--- src/hdl/qsr_pkg.sv ---
// ----------------------------------------------------------------------------
// qsr_pkg
// Types, constants and helper functions of the quadratic surface residual
// block.
// ----------------------------------------------------------------------------
`default_nettype none

package qsr_pkg;

    // Statistics sizing
    localparam int MAX_POINTS  = 4096;
    localparam int CNT_W       = $clog2(MAX_POINTS + 1);
    localparam int SUM_W       = 16 + $clog2(MAX_POINTS);

    // Square root unit
    localparam int SQ_W        = 36;
    localparam int ROOT_W      = 18;
    localparam int REM_W       = 22;
    localparam int SQRT_STEPS  = SQ_W / 2;

    // Sequencer counter wide enough for the longest iterative pass
    localparam int LONG_STEPS  = (SUM_W > SQRT_STEPS) ? SUM_W : SQRT_STEPS;
    localparam int STEP_W      = $clog2(LONG_STEPS + 1);

    // Coefficient table
    localparam int NUM_COEF    = 6;
    localparam int COEF_IDX_W  = 3;

    // Configuration port
    localparam int CFG_AW      = 5;
    localparam int CFG_DW      = 64;
    localparam int REG_W       = 48;

    // Request kinds
    localparam logic REQ_POINT = 1'b0;
    localparam logic REQ_COEF  = 1'b1;

    typedef enum logic [1:0] {
        REG_ORIGIN,
        REG_AXIS_U,
        REG_AXIS_V,
        REG_AXIS_W
    } t_reg;

    typedef struct packed {
        logic [REG_W-1:0] origin;
        logic [REG_W-1:0] axis_u;
        logic [REG_W-1:0] axis_v;
        logic [REG_W-1:0] axis_w;
    } t_cfg;

    // Datapath multiply/accumulate operations
    typedef enum logic [3:0] {
        OP_H,
        OP_Q,
        OP_U,
        OP_V,
        OP_UU,
        OP_UV,
        OP_VV,
        OP_C1,
        OP_C2,
        OP_C3,
        OP_C4,
        OP_C5,
        OP_E
    } t_op;

    typedef enum logic [3:0] {
        ST_IDLE,
        ST_MUL,
        ST_APPLY,
        ST_SQI,
        ST_SQRT,
        ST_STAT,
        ST_DIVI,
        ST_DIV,
        ST_OUT
    } t_state;

    // Controller to datapath commands
    typedef struct packed {
        t_op        op;
        logic [1:0] idx;
        logic       load;
        logic       wcoef;
        logic       mul;
        logic       apply;
        logic       sq_init;
        logic       sq_step;
        logic       stat;
        logic       div_init;
        logic       div_step;
        logic       push;
    } t_cmd;

    // Datapath to controller status
    typedef struct packed {
        logic last;
    } t_sts;

    // Component k of a packed x/y/z word
    function automatic logic signed [15:0] comp16(input logic [REG_W-1:0] v,
                                                  input logic [1:0] k);
        logic signed [15:0] r;
        case (k)
            2'd1:    r = v[31:16];
            2'd2:    r = v[47:32];
            default: r = v[15:0];
        endcase
        return r;
    endfunction

    // Saturate to signed 16 bits
    function automatic logic signed [15:0] sat16(input logic signed [49:0] x);
        logic signed [15:0] r;
        if (x > 50'sd32767)
            r = 16'sh7FFF;
        else if (x < -50'sd32768)
            r = 16'sh8000;
        else
            r = x[15:0];
        return r;
    endfunction

endpackage

`default_nettype wire

--- src/hdl/qsr_cfg.sv ---
// ----------------------------------------------------------------------------
// qsr_cfg
// APB-style register file: frame origin and the three frame axes.
// ----------------------------------------------------------------------------
`default_nettype none

module qsr_cfg (
    input  wire logic                        i_clk,
    input  wire logic                        i_rst_n,
    input  wire logic                        psel,
    input  wire logic                        penable,
    input  wire logic                        pwrite,
    input  wire logic [qsr_pkg::CFG_AW-1:0]  paddr,
    input  wire logic [qsr_pkg::CFG_DW-1:0]  pwdata,
    output logic      [qsr_pkg::CFG_DW-1:0]  prdata,
    output logic                             pready,
    output qsr_pkg::t_cfg                    o_cfg
);
    import qsr_pkg::*;

    t_cfg r_cfg;
    t_reg sel;

    assign sel    = t_reg'(paddr[CFG_AW-1:3]);
    assign pready = 1'b1;
    assign o_cfg  = r_cfg;

    // Register write on the access phase
    always_ff @(posedge i_clk) begin
        if (!i_rst_n) begin
            r_cfg <= '0;
        end else if (psel && penable && pwrite) begin
            unique case (sel)
                REG_ORIGIN: r_cfg.origin <= pwdata[REG_W-1:0];
                REG_AXIS_U: r_cfg.axis_u <= pwdata[REG_W-1:0];
                REG_AXIS_V: r_cfg.axis_v <= pwdata[REG_W-1:0];
                REG_AXIS_W: r_cfg.axis_w <= pwdata[REG_W-1:0];
            endcase
        end
    end

    // Read mux
    always_comb begin
        prdata = '0;
        unique case (sel)
            REG_ORIGIN: prdata[REG_W-1:0] = r_cfg.origin;
            REG_AXIS_U: prdata[REG_W-1:0] = r_cfg.axis_u;
            REG_AXIS_V: prdata[REG_W-1:0] = r_cfg.axis_v;
            REG_AXIS_W: prdata[REG_W-1:0] = r_cfg.axis_w;
        endcase
    end

endmodule

`default_nettype wire

--- src/hdl/qsr_ctrl.sv ---
// ----------------------------------------------------------------------------
// qsr_ctrl
// Sequencer: walks the datapath through the multiply program, the square
// root, the statistics update and, on a point marked last, the mean division, then hands off the item.
// ----------------------------------------------------------------------------
`default_nettype none

module qsr_ctrl (
    input  wire logic          i_clk,
    input  wire logic          i_rst_n,
    input  wire logic          i_in_valid,
    input  wire logic          i_req_type,
    input  wire logic          i_out_ready,
    input  qsr_pkg::t_sts      i_sts,
    output logic               o_in_ready,
    output logic               o_out_valid,
    output qsr_pkg::t_cmd      o_cmd
);
    import qsr_pkg::*;

    t_state              r_state, n_state;
    t_op                 r_op, n_op;
    logic [1:0]          r_idx, n_idx;
    logic [STEP_W-1:0]   r_cnt, n_cnt;
    logic                r_out_valid, n_out_valid;
    logic                last_idx;

    assign last_idx    = (r_idx == 2'd2);
    assign o_out_valid = r_out_valid;

    // State registers
    always_ff @(posedge i_clk) begin
        if (!i_rst_n) begin
            r_state     <= ST_IDLE;
            r_op        <= OP_H;
            r_idx       <= '0;
            r_cnt       <= '0;
            r_out_valid <= 1'b0;
        end else begin
            r_state     <= n_state;
            r_op        <= n_op;
            r_idx       <= n_idx;
            r_cnt       <= n_cnt;
            r_out_valid <= n_out_valid;
        end
    end

    // Next state and commands
    always_comb begin
        n_state     = r_state;
        n_op        = r_op;
        n_idx       = r_idx;
        n_cnt       = r_cnt;
        n_out_valid = r_out_valid && !i_out_ready;
        o_in_ready  = 1'b0;
        o_cmd       = '0;
        o_cmd.op    = r_op;
        o_cmd.idx   = r_idx;

        unique case (r_state)
            ST_IDLE: begin
                o_in_ready = 1'b1;
                if (i_in_valid) begin
                    if (i_req_type == REQ_COEF) begin
                        o_cmd.wcoef = 1'b1;
                    end else begin
                        o_cmd.load = 1'b1;
                        n_op       = OP_H;
                        n_idx      = '0;
                        n_state    = ST_MUL;
                    end
                end
            end
            ST_MUL: begin
                o_cmd.mul = 1'b1;
                n_state   = ST_APPLY;
            end
            ST_APPLY: begin
                o_cmd.apply = 1'b1;
                n_state     = ST_MUL;
                unique case (r_op)
                    OP_H, OP_Q, OP_U: begin
                        n_idx = last_idx ? 2'd0 : r_idx + 2'd1;
                        if (last_idx)
                            n_op = (r_op == OP_H) ? OP_Q : (r_op == OP_Q) ? OP_U : OP_V;
                    end
                    OP_V: begin
                        n_idx = last_idx ? 2'd0 : r_idx + 2'd1;
                        if (last_idx)
                            n_op = OP_UU;
                    end
                    OP_UU: n_op = OP_UV;
                    OP_UV: n_op = OP_VV;
                    OP_VV: begin
                        n_op  = OP_C1;
                        n_idx = '0;
                    end
                    OP_C1: n_op = OP_C2;
                    OP_C2: n_op = OP_C3;
                    OP_C3: n_op = OP_C4;
                    OP_C4: n_op = OP_C5;
                    OP_C5: n_op = OP_E;
                    OP_E: begin
                        if (last_idx) begin
                            n_state = ST_SQI;
                        end else begin
                            n_op  = OP_C1;
                            n_idx = r_idx + 2'd1;
                        end
                    end
                    default: n_state = ST_IDLE;
                endcase
            end
            ST_SQI: begin
                o_cmd.sq_init = 1'b1;
                n_cnt         = '0;
                n_state       = ST_SQRT;
            end
            ST_SQRT: begin
                o_cmd.sq_step = 1'b1;
                n_cnt         = r_cnt + 1'b1;
                if (r_cnt == STEP_W'(SQRT_STEPS - 1))
                    n_state = ST_STAT;
            end
            ST_STAT: begin
                o_cmd.stat = 1'b1;
                n_state    = i_sts.last ? ST_DIVI : ST_OUT;
            end
            ST_DIVI: begin
                o_cmd.div_init = 1'b1;
                n_cnt          = '0;
                n_state        = ST_DIV;
            end
            ST_DIV: begin
                o_cmd.div_step = 1'b1;
                n_cnt          = r_cnt + 1'b1;
                if (r_cnt == STEP_W'(SUM_W - 1))
                    n_state = ST_OUT;
            end
            ST_OUT: begin
                // Wait until the output register is free
                if (!r_out_valid || i_out_ready) begin
                    o_cmd.push  = 1'b1;
                    n_out_valid = 1'b1;
                    n_state     = ST_IDLE;
                end
            end
            default: n_state = ST_IDLE;
        endcase
    end

endmodule

`default_nettype wire

--- src/hdl/qsr_dp.sv ---
// ----------------------------------------------------------------------------
// qsr_dp
// Datapath: coefficient table, one shared 24x32 signed multiplier with its
// accumulator, a bit-pair square root, the cloud statistics with a restoring
// divider for the mean, and the output register.
// ----------------------------------------------------------------------------
`default_nettype none

module qsr_dp (
    input  wire logic                            i_clk,
    input  wire logic                            i_rst_n,
    input  qsr_pkg::t_cmd                        i_cmd,
    input  qsr_pkg::t_cfg                        i_cfg,
    output qsr_pkg::t_sts                        o_sts,
    input  wire logic signed [15:0]              i_comp_x,
    input  wire logic signed [15:0]              i_comp_y,
    input  wire logic signed [15:0]              i_comp_z,
    input  wire logic [qsr_pkg::COEF_IDX_W-1:0]  i_coef_index,
    input  wire logic                            i_last_point,
    output logic signed [15:0]                   o_surface_x,
    output logic signed [15:0]                   o_surface_y,
    output logic signed [15:0]                   o_surface_z,
    output logic [15:0]                          o_residual,
    output logic [15:0]                          o_max_residual,
    output logic [15:0]                          o_mean_residual,
    output logic                                 o_stats_valid
);
    import qsr_pkg::*;

    // Coefficient table and per-item operands
    logic [REG_W-1:0]       r_coef [NUM_COEF];
    logic signed [15:0]     r_p [3];
    logic signed [16:0]     r_d [3];
    logic                   r_last;

    // Multiply/accumulate state
    logic signed [55:0]     r_prod;
    logic signed [49:0]     r_acc;
    logic signed [20:0]     r_h;
    logic signed [23:0]     r_q [3];
    logic signed [15:0]     r_u, r_v;
    logic signed [31:0]     r_uu, r_uv, r_vv;
    logic signed [15:0]     r_s [3];
    logic [SQ_W-1:0]        r_sq;

    // Square root
    logic [SQ_W-1:0]        r_sx;
    logic [REM_W-1:0]       r_rem;
    logic [ROOT_W-1:0]      r_root;
    logic [15:0]            r_res;

    // Statistics and divider
    logic [15:0]            r_max;
    logic [SUM_W-1:0]       r_sum;
    logic [CNT_W-1:0]       r_cnt;
    logic [SUM_W-1:0]       r_dq;
    logic [CNT_W-1:0]       r_dr;

    // Output register
    logic signed [15:0]     r_o_s [3];
    logic [15:0]            r_o_res, r_o_max, r_o_mean;
    logic                   r_o_stats;

    logic signed [23:0]     op_a;
    logic signed [31:0]     op_b;
    logic signed [55:0]     mul_p;
    logic signed [49:0]     prod50, acc_sum, rnd14, rnd16, qrnd, c0_term, prod_sh8;
    logic signed [15:0]     cidx;
    logic signed [16:0]     e_val;
    logic [REM_W-1:0]       rem_sh, trial;
    logic                   sq_ge;
    logic [15:0]            res16;
    logic [CNT_W:0]         dt, dsub;
    logic                   dge;

    assign o_sts.last = r_last;

    // Operand select for the shared multiplier
    always_comb begin
        op_a = '0;
        op_b = '0;
        unique case (i_cmd.op)
            OP_H: begin
                op_a = 24'(r_d[i_cmd.idx]);
                op_b = 32'(comp16(i_cfg.axis_w, i_cmd.idx));
            end
            OP_Q: begin
                op_a = 24'(r_h);
                op_b = 32'(comp16(i_cfg.axis_w, i_cmd.idx));
            end
            OP_U: begin
                op_a = r_q[i_cmd.idx];
                op_b = 32'(comp16(i_cfg.axis_u, i_cmd.idx));
            end
            OP_V: begin
                op_a = r_q[i_cmd.idx];
                op_b = 32'(comp16(i_cfg.axis_v, i_cmd.idx));
            end
            OP_UU: begin
                op_a = 24'(r_u);
                op_b = 32'(r_u);
            end
            OP_UV: begin
                op_a = 24'(r_u);
                op_b = 32'(r_v);
            end
            OP_VV: begin
                op_a = 24'(r_v);
                op_b = 32'(r_v);
            end
            OP_C1: begin
                op_a = 24'(comp16(r_coef[1], i_cmd.idx));
                op_b = 32'(r_u);
            end
            OP_C2: begin
                op_a = 24'(comp16(r_coef[2], i_cmd.idx));
                op_b = 32'(r_v);
            end
            OP_C3: begin
                op_a = 24'(comp16(r_coef[3], i_cmd.idx));
                op_b = r_uu;
            end
            OP_C4: begin
                op_a = 24'(comp16(r_coef[4], i_cmd.idx));
                op_b = r_uv;
            end
            OP_C5: begin
                op_a = 24'(comp16(r_coef[5], i_cmd.idx));
                op_b = r_vv;
            end
            OP_E: begin
                op_a = 24'(e_val);
                op_b = 32'(e_val);
            end
            default: begin
                op_a = '0;
                op_b = '0;
            end
        endcase
    end

    assign mul_p    = op_a * op_b;
    assign prod50   = r_prod[49:0];
    assign acc_sum  = r_acc + prod50;
    assign rnd14    = (acc_sum + 50'sd8192) >>> 14;
    assign rnd16    = (acc_sum + 50'sd32768) >>> 16;
    assign qrnd     = (prod50 + 50'sd8192) >>> 14;
    assign cidx     = comp16(r_coef[0], i_cmd.idx);
    assign c0_term  = 50'(cidx) <<< 16;
    assign prod_sh8 = prod50 <<< 8;
    assign e_val    = 17'(r_s[i_cmd.idx]) - 17'(r_p[i_cmd.idx]);

    // Square root step: bring down two bits, try root*4+1
    assign rem_sh = {r_rem[REM_W-3:0], r_sx[SQ_W-1 -: 2]};
    assign trial  = {{(REM_W-ROOT_W-2){1'b0}}, r_root, 2'b01};
    assign sq_ge  = (rem_sh >= trial);
    assign res16  = (|r_root[ROOT_W-1:16]) ? 16'hFFFF : r_root[15:0];

    // Divider step: shift in one dividend bit, subtract the count if it fits
    assign dt   = {r_dr, r_dq[SUM_W-1]};
    assign dge  = (dt >= {1'b0, r_cnt});
    assign dsub = dt - {1'b0, r_cnt};

    // Coefficient table
    always_ff @(posedge i_clk) begin
        if (!i_rst_n) begin
            for (int k = 0; k < NUM_COEF; k++)
                r_coef[k] <= '0;
        end else if (i_cmd.wcoef && (i_coef_index < COEF_IDX_W'(NUM_COEF))) begin
            r_coef[i_coef_index] <= {i_comp_z, i_comp_y, i_comp_x};
        end
    end

    // Point load, multiply and accumulate
    always_ff @(posedge i_clk) begin
        if (i_cmd.load) begin
            r_p[0] <= i_comp_x;
            r_p[1] <= i_comp_y;
            r_p[2] <= i_comp_z;
            r_d[0] <= 17'(i_comp_x) - 17'(comp16(i_cfg.origin, 2'd0));
            r_d[1] <= 17'(i_comp_y) - 17'(comp16(i_cfg.origin, 2'd1));
            r_d[2] <= 17'(i_comp_z) - 17'(comp16(i_cfg.origin, 2'd2));
            r_last <= i_last_point;
        end
        if (i_cmd.mul)
            r_prod <= mul_p;
        if (i_cmd.apply) begin
            unique case (i_cmd.op)
                OP_H, OP_U, OP_V: begin
                    r_acc <= (i_cmd.idx == 2'd0) ? prod50 : acc_sum;
                    if (i_cmd.idx == 2'd2) begin
                        if (i_cmd.op == OP_H)
                            r_h <= rnd14[20:0];
                        else if (i_cmd.op == OP_U)
                            r_u <= sat16(rnd14);
                        else
                            r_v <= sat16(rnd14);
                    end
                end
                OP_Q:  r_q[i_cmd.idx] <= 24'(r_d[i_cmd.idx]) - qrnd[23:0];
                OP_UU: r_uu <= r_prod[31:0];
                OP_UV: r_uv <= r_prod[31:0];
                OP_VV: r_vv <= r_prod[31:0];
                OP_C1: r_acc <= c0_term + prod_sh8;
                OP_C2: r_acc <= r_acc + prod_sh8;
                OP_C3, OP_C4: r_acc <= acc_sum;
                OP_C5: r_s[i_cmd.idx] <= sat16(rnd16);
                OP_E:  r_sq <= ((i_cmd.idx == 2'd0) ? '0 : r_sq) + r_prod[SQ_W-1:0];
                default: r_acc <= r_acc;
            endcase
        end
    end

    // Square root
    always_ff @(posedge i_clk) begin
        if (i_cmd.sq_init) begin
            r_sx   <= r_sq;
            r_rem  <= '0;
            r_root <= '0;
        end else if (i_cmd.sq_step) begin
            r_sx   <= {r_sx[SQ_W-3:0], 2'b00};
            r_rem  <= sq_ge ? rem_sh - trial : rem_sh;
            r_root <= {r_root[ROOT_W-2:0], sq_ge};
        end
    end

    // Cloud statistics
    always_ff @(posedge i_clk) begin
        if (!i_rst_n) begin
            r_max <= '0;
            r_sum <= '0;
            r_cnt <= '0;
        end else if (i_cmd.stat) begin
            if (r_cnt < CNT_W'(MAX_POINTS)) begin
                if (res16 > r_max)
                    r_max <= res16;
                r_sum <= r_sum + SUM_W'(res16);
                r_cnt <= r_cnt + 1'b1;
            end
        end else if (i_cmd.push && r_last) begin
            r_max <= '0;
            r_sum <= '0;
            r_cnt <= '0;
        end
    end

    // Residual latch and mean divider
    always_ff @(posedge i_clk) begin
        if (i_cmd.stat)
            r_res <= res16;
        if (i_cmd.div_init) begin
            r_dq <= r_sum;
            r_dr <= '0;
        end else if (i_cmd.div_step) begin
            r_dq <= {r_dq[SUM_W-2:0], dge};
            r_dr <= dge ? dsub[CNT_W-1:0] : dt[CNT_W-1:0];
        end
    end

    // Output register
    always_ff @(posedge i_clk) begin
        if (i_cmd.push) begin
            r_o_s[0]  <= r_s[0];
            r_o_s[1]  <= r_s[1];
            r_o_s[2]  <= r_s[2];
            r_o_res   <= r_res;
            r_o_max   <= r_last ? r_max : 16'd0;
            r_o_mean  <= r_last ? r_dq[15:0] : 16'd0;
            r_o_stats <= r_last;
        end
    end

    assign o_surface_x     = r_o_s[0];
    assign o_surface_y     = r_o_s[1];
    assign o_surface_z     = r_o_s[2];
    assign o_residual      = r_o_res;
    assign o_max_residual  = r_o_max;
    assign o_mean_residual = r_o_mean;
    assign o_stats_valid   = r_o_stats;

endmodule

`default_nettype wire

--- src/hdl/quadratic_surface_residual.sv ---
// ----------------------------------------------------------------------------
// quadratic_surface_residual
// Projects a point onto a configured frame, evaluates a quadratic vector
// height field at the projected (u, v) and returns the surface point, the
// residual distance and, on the last point of a cloud, its max and mean.
// ----------------------------------------------------------------------------
// A coefficient write item is taken while idle and gives no result. A point
// item runs 33 multiplies on the one shared 24x32 multiplier (each a multiply
// state and an accumulate state), then the bit-pair square root, and on a
// point marked last the one bit per cycle mean divider, before its result is
// offered. One item is worked on at a time; the next item is accepted as soon
// as the result sits in the output register.
`default_nettype none

module quadratic_surface_residual (
    input  wire logic                            i_clk,
    input  wire logic                            i_rst_n,
    input  wire logic                            psel,
    input  wire logic                            penable,
    input  wire logic                            pwrite,
    input  wire logic [qsr_pkg::CFG_AW-1:0]      paddr,
    input  wire logic [qsr_pkg::CFG_DW-1:0]      pwdata,
    output logic      [qsr_pkg::CFG_DW-1:0]      prdata,
    output logic                                 pready,
    input  wire logic                            i_in_valid,
    output logic                                 o_in_ready,
    input  wire logic                            i_req_type,
    input  wire logic signed [15:0]              i_comp_x,
    input  wire logic signed [15:0]              i_comp_y,
    input  wire logic signed [15:0]              i_comp_z,
    input  wire logic [qsr_pkg::COEF_IDX_W-1:0]  i_coef_index,
    input  wire logic                            i_last_point,
    output logic                                 o_out_valid,
    input  wire logic                            i_out_ready,
    output logic signed [15:0]                   o_surface_x,
    output logic signed [15:0]                   o_surface_y,
    output logic signed [15:0]                   o_surface_z,
    output logic [15:0]                          o_residual,
    output logic [15:0]                          o_max_residual,
    output logic [15:0]                          o_mean_residual,
    output logic                                 o_stats_valid
);
    import qsr_pkg::*;

    t_cfg cfg;
    t_cmd cmd;
    t_sts sts;

    // Configuration registers
    qsr_cfg u_cfg (
        .i_clk   (i_clk),
        .i_rst_n (i_rst_n),
        .psel    (psel),
        .penable (penable),
        .pwrite  (pwrite),
        .paddr   (paddr),
        .pwdata  (pwdata),
        .prdata  (prdata),
        .pready  (pready),
        .o_cfg   (cfg)
    );

    // Sequencer
    qsr_ctrl u_ctrl (
        .i_clk       (i_clk),
        .i_rst_n     (i_rst_n),
        .i_in_valid  (i_in_valid),
        .i_req_type  (i_req_type),
        .i_out_ready (i_out_ready),
        .i_sts       (sts),
        .o_in_ready  (o_in_ready),
        .o_out_valid (o_out_valid),
        .o_cmd       (cmd)
    );

    // Arithmetic
    qsr_dp u_dp (
        .i_clk           (i_clk),
        .i_rst_n         (i_rst_n),
        .i_cmd           (cmd),
        .i_cfg           (cfg),
        .o_sts           (sts),
        .i_comp_x        (i_comp_x),
        .i_comp_y        (i_comp_y),
        .i_comp_z        (i_comp_z),
        .i_coef_index    (i_coef_index),
        .i_last_point    (i_last_point),
        .o_surface_x     (o_surface_x),
        .o_surface_y     (o_surface_y),
        .o_surface_z     (o_surface_z),
        .o_residual      (o_residual),
        .o_max_residual  (o_max_residual),
        .o_mean_residual (o_mean_residual),
        .o_stats_valid   (o_stats_valid)
    );

endmodule

`default_nettype wire

--- config.mk ---
export PLATFORM = sky130hd
export DESIGN_NAME = quadratic_surface_residual
export DESIGN_NICKNAME = d
export VERILOG_FILES = /design/src/hdl/qsr_pkg.sv /design/src/hdl/qsr_cfg.sv /design/src/hdl/qsr_ctrl.sv /design/src/hdl/qsr_dp.sv /design/src/hdl/quadratic_surface_residual.sv
export SDC_FILE = /design/constraint.sdc
export NUM_CORES = 2
export LEC_CHECK = 0
export ABC_AREA = 1
export BUFFER_PORTS_ARGS = -buffer_cell sky130_fd_sc_hd__buf_2
export CAP_MARGIN = 20
export CELL_PAD_IN_SITES_DETAIL_PLACEMENT = 0
export CELL_PAD_IN_SITES_GLOBAL_PLACEMENT = 1
export CORE_ASPECT_RATIO = 0.6
export CORE_UTILIZATION = 49
export CTS_CLUSTER_SIZE = 12
export DETAILED_ROUTE_END_ITERATION = 10
export GPL_ROUTABILITY_DRIVEN = 0
export MAX_ROUTING_LAYER = met4
export PLACE_DENSITY = 0.87
export SYNTH_ARGS = -nofsm -noshare
export SYNTH_HDL_FRONTEND = slang
export SYNTH_SLANG_ARGS = --single-unit
export TNS_END_PERCENT = 5
--- constraint.sdc ---
create_clock -name i_clk -period 12.9 [get_ports i_clk]
set_clock_uncertainty 0.15 [all_clocks]
set_input_delay 0.645 -clock i_clk [delete_from_list [all_inputs] [get_ports i_clk]]
set_output_delay 0.645 -clock i_clk [all_outputs]
set_load 0.01 [all_outputs]
==> flow_summary.ini <==
[final_layout]
multi_input_comb_area_um2 = 52800
sequential_cell_area_um2 = 36000
final_cell_count_no_fill = 14459
post_route_cells_drive_above_1_share_pct = 7.45
area_growth_pct = 10.3
num-nets-final = 13033
n_fill_cell = 17724

[synth]
synth_xor_area_share_pct = 2.53
dominant_combinational_cell_family_by_area_after_synthesis = adder cells
synthMuxAreaShare_pct = 0
synthesis.area_um2 = 97100
synth.top_cells.by_area = sky130_fd_sc_hd__edfxtp_1, sky130_fd_sc_hd__fa_1, sky130_fd_sc_hd__nand2_1
yosysWarningCount = 0
synth_seq_cells = 1304
proportion_of_register_bits_with_asynchronous_set_or_reset_after_synthesis_pct = 0
synthDistinctLibCells = 67
synth_simple_gate_area_share_pct = 18.3
synth_edf_count = 986
avgSynthCellArea_um2 = 8.48
ys_dominant_reg_cell = sky130_fd_sc_hd__edfxtp_1
synth_largest_type_area_fraction_pct = 30.5
synth_adder_area_share_pct = 21.1
post_synth_inst_count = 11443
synth_seq_area_share_pct = 37.1
ys_top_cells_by_count = sky130_fd_sc_hd__nand2_1, sky130_fd_sc_hd__inv_1, sky130_fd_sc_hd__nor2_1
synth.most_common_cell = sky130_fd_sc_hd__nand2_1
synth-compound-area-share_pct = 12.1
yosys.area.top_type = sky130_fd_sc_hd__edfxtp_1

[floorplanning]
chipHeight_um = 347
total_i_o_pin_count = 293
dieArea_um2 = 200000
fp.coreArea_um2 = 197000
floorplan.rows = 126
die_w_um = 577
initial_utilization_pct = 49.3

[timing]
final-hold-violation-count = 0
rsz0062_at_grt = no
tightestPinTransition_ns = 1.27
setup_viol = 0
drv_slew = 0
fin_tns_setup_ns = 0
timing.fmax_ghz = 0.0828
final_period_minus_worst_setup_slack_ns = 12.08
relSlewSlack_pct = 14.4
final_cycle_share_pct = 93.7

[cts]
tritoncts_clock_tree = done
cts-buffers-inserted = 142
insertion_delay_ns = 0.83
h-tree-depth = 4
clock_tree.buffer_depth = 4
path_clk_slew_ns = 0.06
numClockSinks = 1304
root_buffer = sky130_fd_sc_hd__clkbuf_16

[worst_setup_path]
cp_num_cells = 45
start_kind = flip-flop
worst_path_dominant_cell_family = adder cells
slowest_delay_ns = 0.94
path_max_fanout = 36
timing.critical_path.buf_inv = 10
worst_path_max_delay_cell = sky130_fd_sc_hd__o22ai_1
path_class = flip-flop to flip-flop
worst_case_reg_to_reg_path_depth = 45
timing.critical_path.required_ns = 13.23
cp.arrival_ns = 12.41
worstSetupEndpointType = flip-flop

[placement]
hpwlAfterDp_um = 291000
placement.io_buffers = 256
post-place-cells = 14122

[hold_path]
timing.hold.worst.start = pwdata[44]
worst_hold_path_type = input pin to flip-flop
whs_path_depth = 3

[route]
dr_total_vias = 87466
drt_pre_antenna_iters = 11
detail_route.iter0.violations = 14048
dr_wl_met3_um = 75800
wl_met2_um = 135000
postRouteAntennaNets = 0
detail_route.vias_per_cell = 6.05
post_drt_wl_per_cell_um = 25.9
top_layer_in_use = met4
wl_met1_um = 151000
count_of_unresolved_drc_violations_after_routing = 6
total_wire_length_after_detailed_routing_um = 375000

[outcome]
outcome = finished, violations left
violations = DRC

[grt]
maximum_number_of_pins_on_one_net_before_global_route_repair = 117
grt_antenna_before_repair = 39
grt_pass1_wl_um = 538000
grt_pass1_vias = 80710
grt-ovfl-total = 0
grt_util_all_layers_pct = 37.7

[flow_run]
drv.max_cap_violation_count = 0
## per-layer routing
layer / vias to the layer above / GRT usage (%)
met2: 6867 / 45.2
met1: 41943 / 52.8
met4: 0 / 10.5
met5: - / -
met3: 839 / 20.8
li1: 37817 / -
## timing repair
action	in CTS	in global routing
resized for setup	0	0
hold endpoints to repair	96	1
buffers inserted	0	0
hold buffers	54	1
## worst paths after layout
kind	to	slack (ns)
setup reg to reg	u_dp.r_prod[43]	0.82
hold / removal	u_cfg.o_cfg[44]	0.02
hold reg to reg	u_dp.o_residual[9]	0.27
setup / recovery	u_dp.r_prod[43]	0.82
## state kept, by name (all words and copies together) (netlist names), 18 cells and up, named ones only
register and count:
u_cfg.o_cfg 192, u_dp.r_acc 50, u_dp.r_coef 288, u_dp.r_d 51, u_dp.r_dq 28, u_dp.r_h 21, u_dp.r_o_s 48, u_dp.r_p 48
u_dp.r_prod 50, u_dp.r_q 72, u_dp.r_rem 20, u_dp.r_root 18, u_dp.r_s 64, u_dp.r_sq 36, u_dp.r_sum 28, u_dp.r_sx 36
u_dp.r_uu 32, u_dp.r_uv 32, u_dp.r_vv 32
## placed cells by master, fill, tap and decap left out, types with 256 or more instances in the layout
master	n
sky130_fd_sc_hd__a21oi_1	661
sky130_fd_sc_hd__buf_2	256
sky130_fd_sc_hd__dfxtp_1	316
sky130_fd_sc_hd__edfxtp_1	986
sky130_fd_sc_hd__fa_1	729
sky130_fd_sc_hd__ha_1	467
sky130_fd_sc_hd__inv_1	1779
sky130_fd_sc_hd__nand2_1	2474
sky130_fd_sc_hd__nand3_1	294
sky130_fd_sc_hd__nor2_1	1258
sky130_fd_sc_hd__o21ai_0	721
## cell type report
type                            count  share of cell area, %
Antenna cell                       44                  0.103
Clock buffer                      211                   3.74
Clock inverter                     20                  0.227
Inverter                         1832                   6.43
Multi-Input combinational cell   7876                   49.3
Sequential cell                  1304                   33.6
Tap cell                         2624                   3.07
Timing Repair Buffer              548                   3.48
## worst register-to-register path, delay by kind of cell, from the launching register on
kind / cells / cell delay (ns)
adder cells (fa/ha/maj): 9 / 4.47
XOR/XNOR: 1 / 0.11
AND/OR/NAND/NOR: 11 / 1.15
AO/OA/AOI/OAI: 14 / 3.49
buffers and inverters: 10 / 1.90
flip-flops: 1 / 0.47
## logic make-up (layout without fill, tap and decap cells)
logic type | Yosys count | count (layout)
AND/OR/NAND/NOR | 4389 | 4389
buffers and inverters | 2278 | 2611
adder cells (fa/ha/maj) | 1200 | 1200
flip-flops | 1304 | 1304
AO/OA/AOI/OAI | 1990 | 1990
other | 2 | 61
XOR/XNOR | 280 | 280
## metrics by stage
step | utilization (%) | cell area (um^2) | worst slack (ns) | hold WS (ns)
after floorplan | - | 97100 | 2.66 | 0.250
after global placement | 51.9 | 102000 | 1.16 | 0.251
after detailed placement | 51.9 | 102000 | 1.38 | 0.256
after CTS | 54.3 | 107000 | 1.27 | 0.000469
after global routing | 54.4 | 107000 | 0.545 | 0.00176
final | 54.4 | 107000 | 0.819 | 0.0171
Power is left out: the tool's default activity adds up to more than one toggle a clock period on the data nets, which glitch-free logic cannot reach.
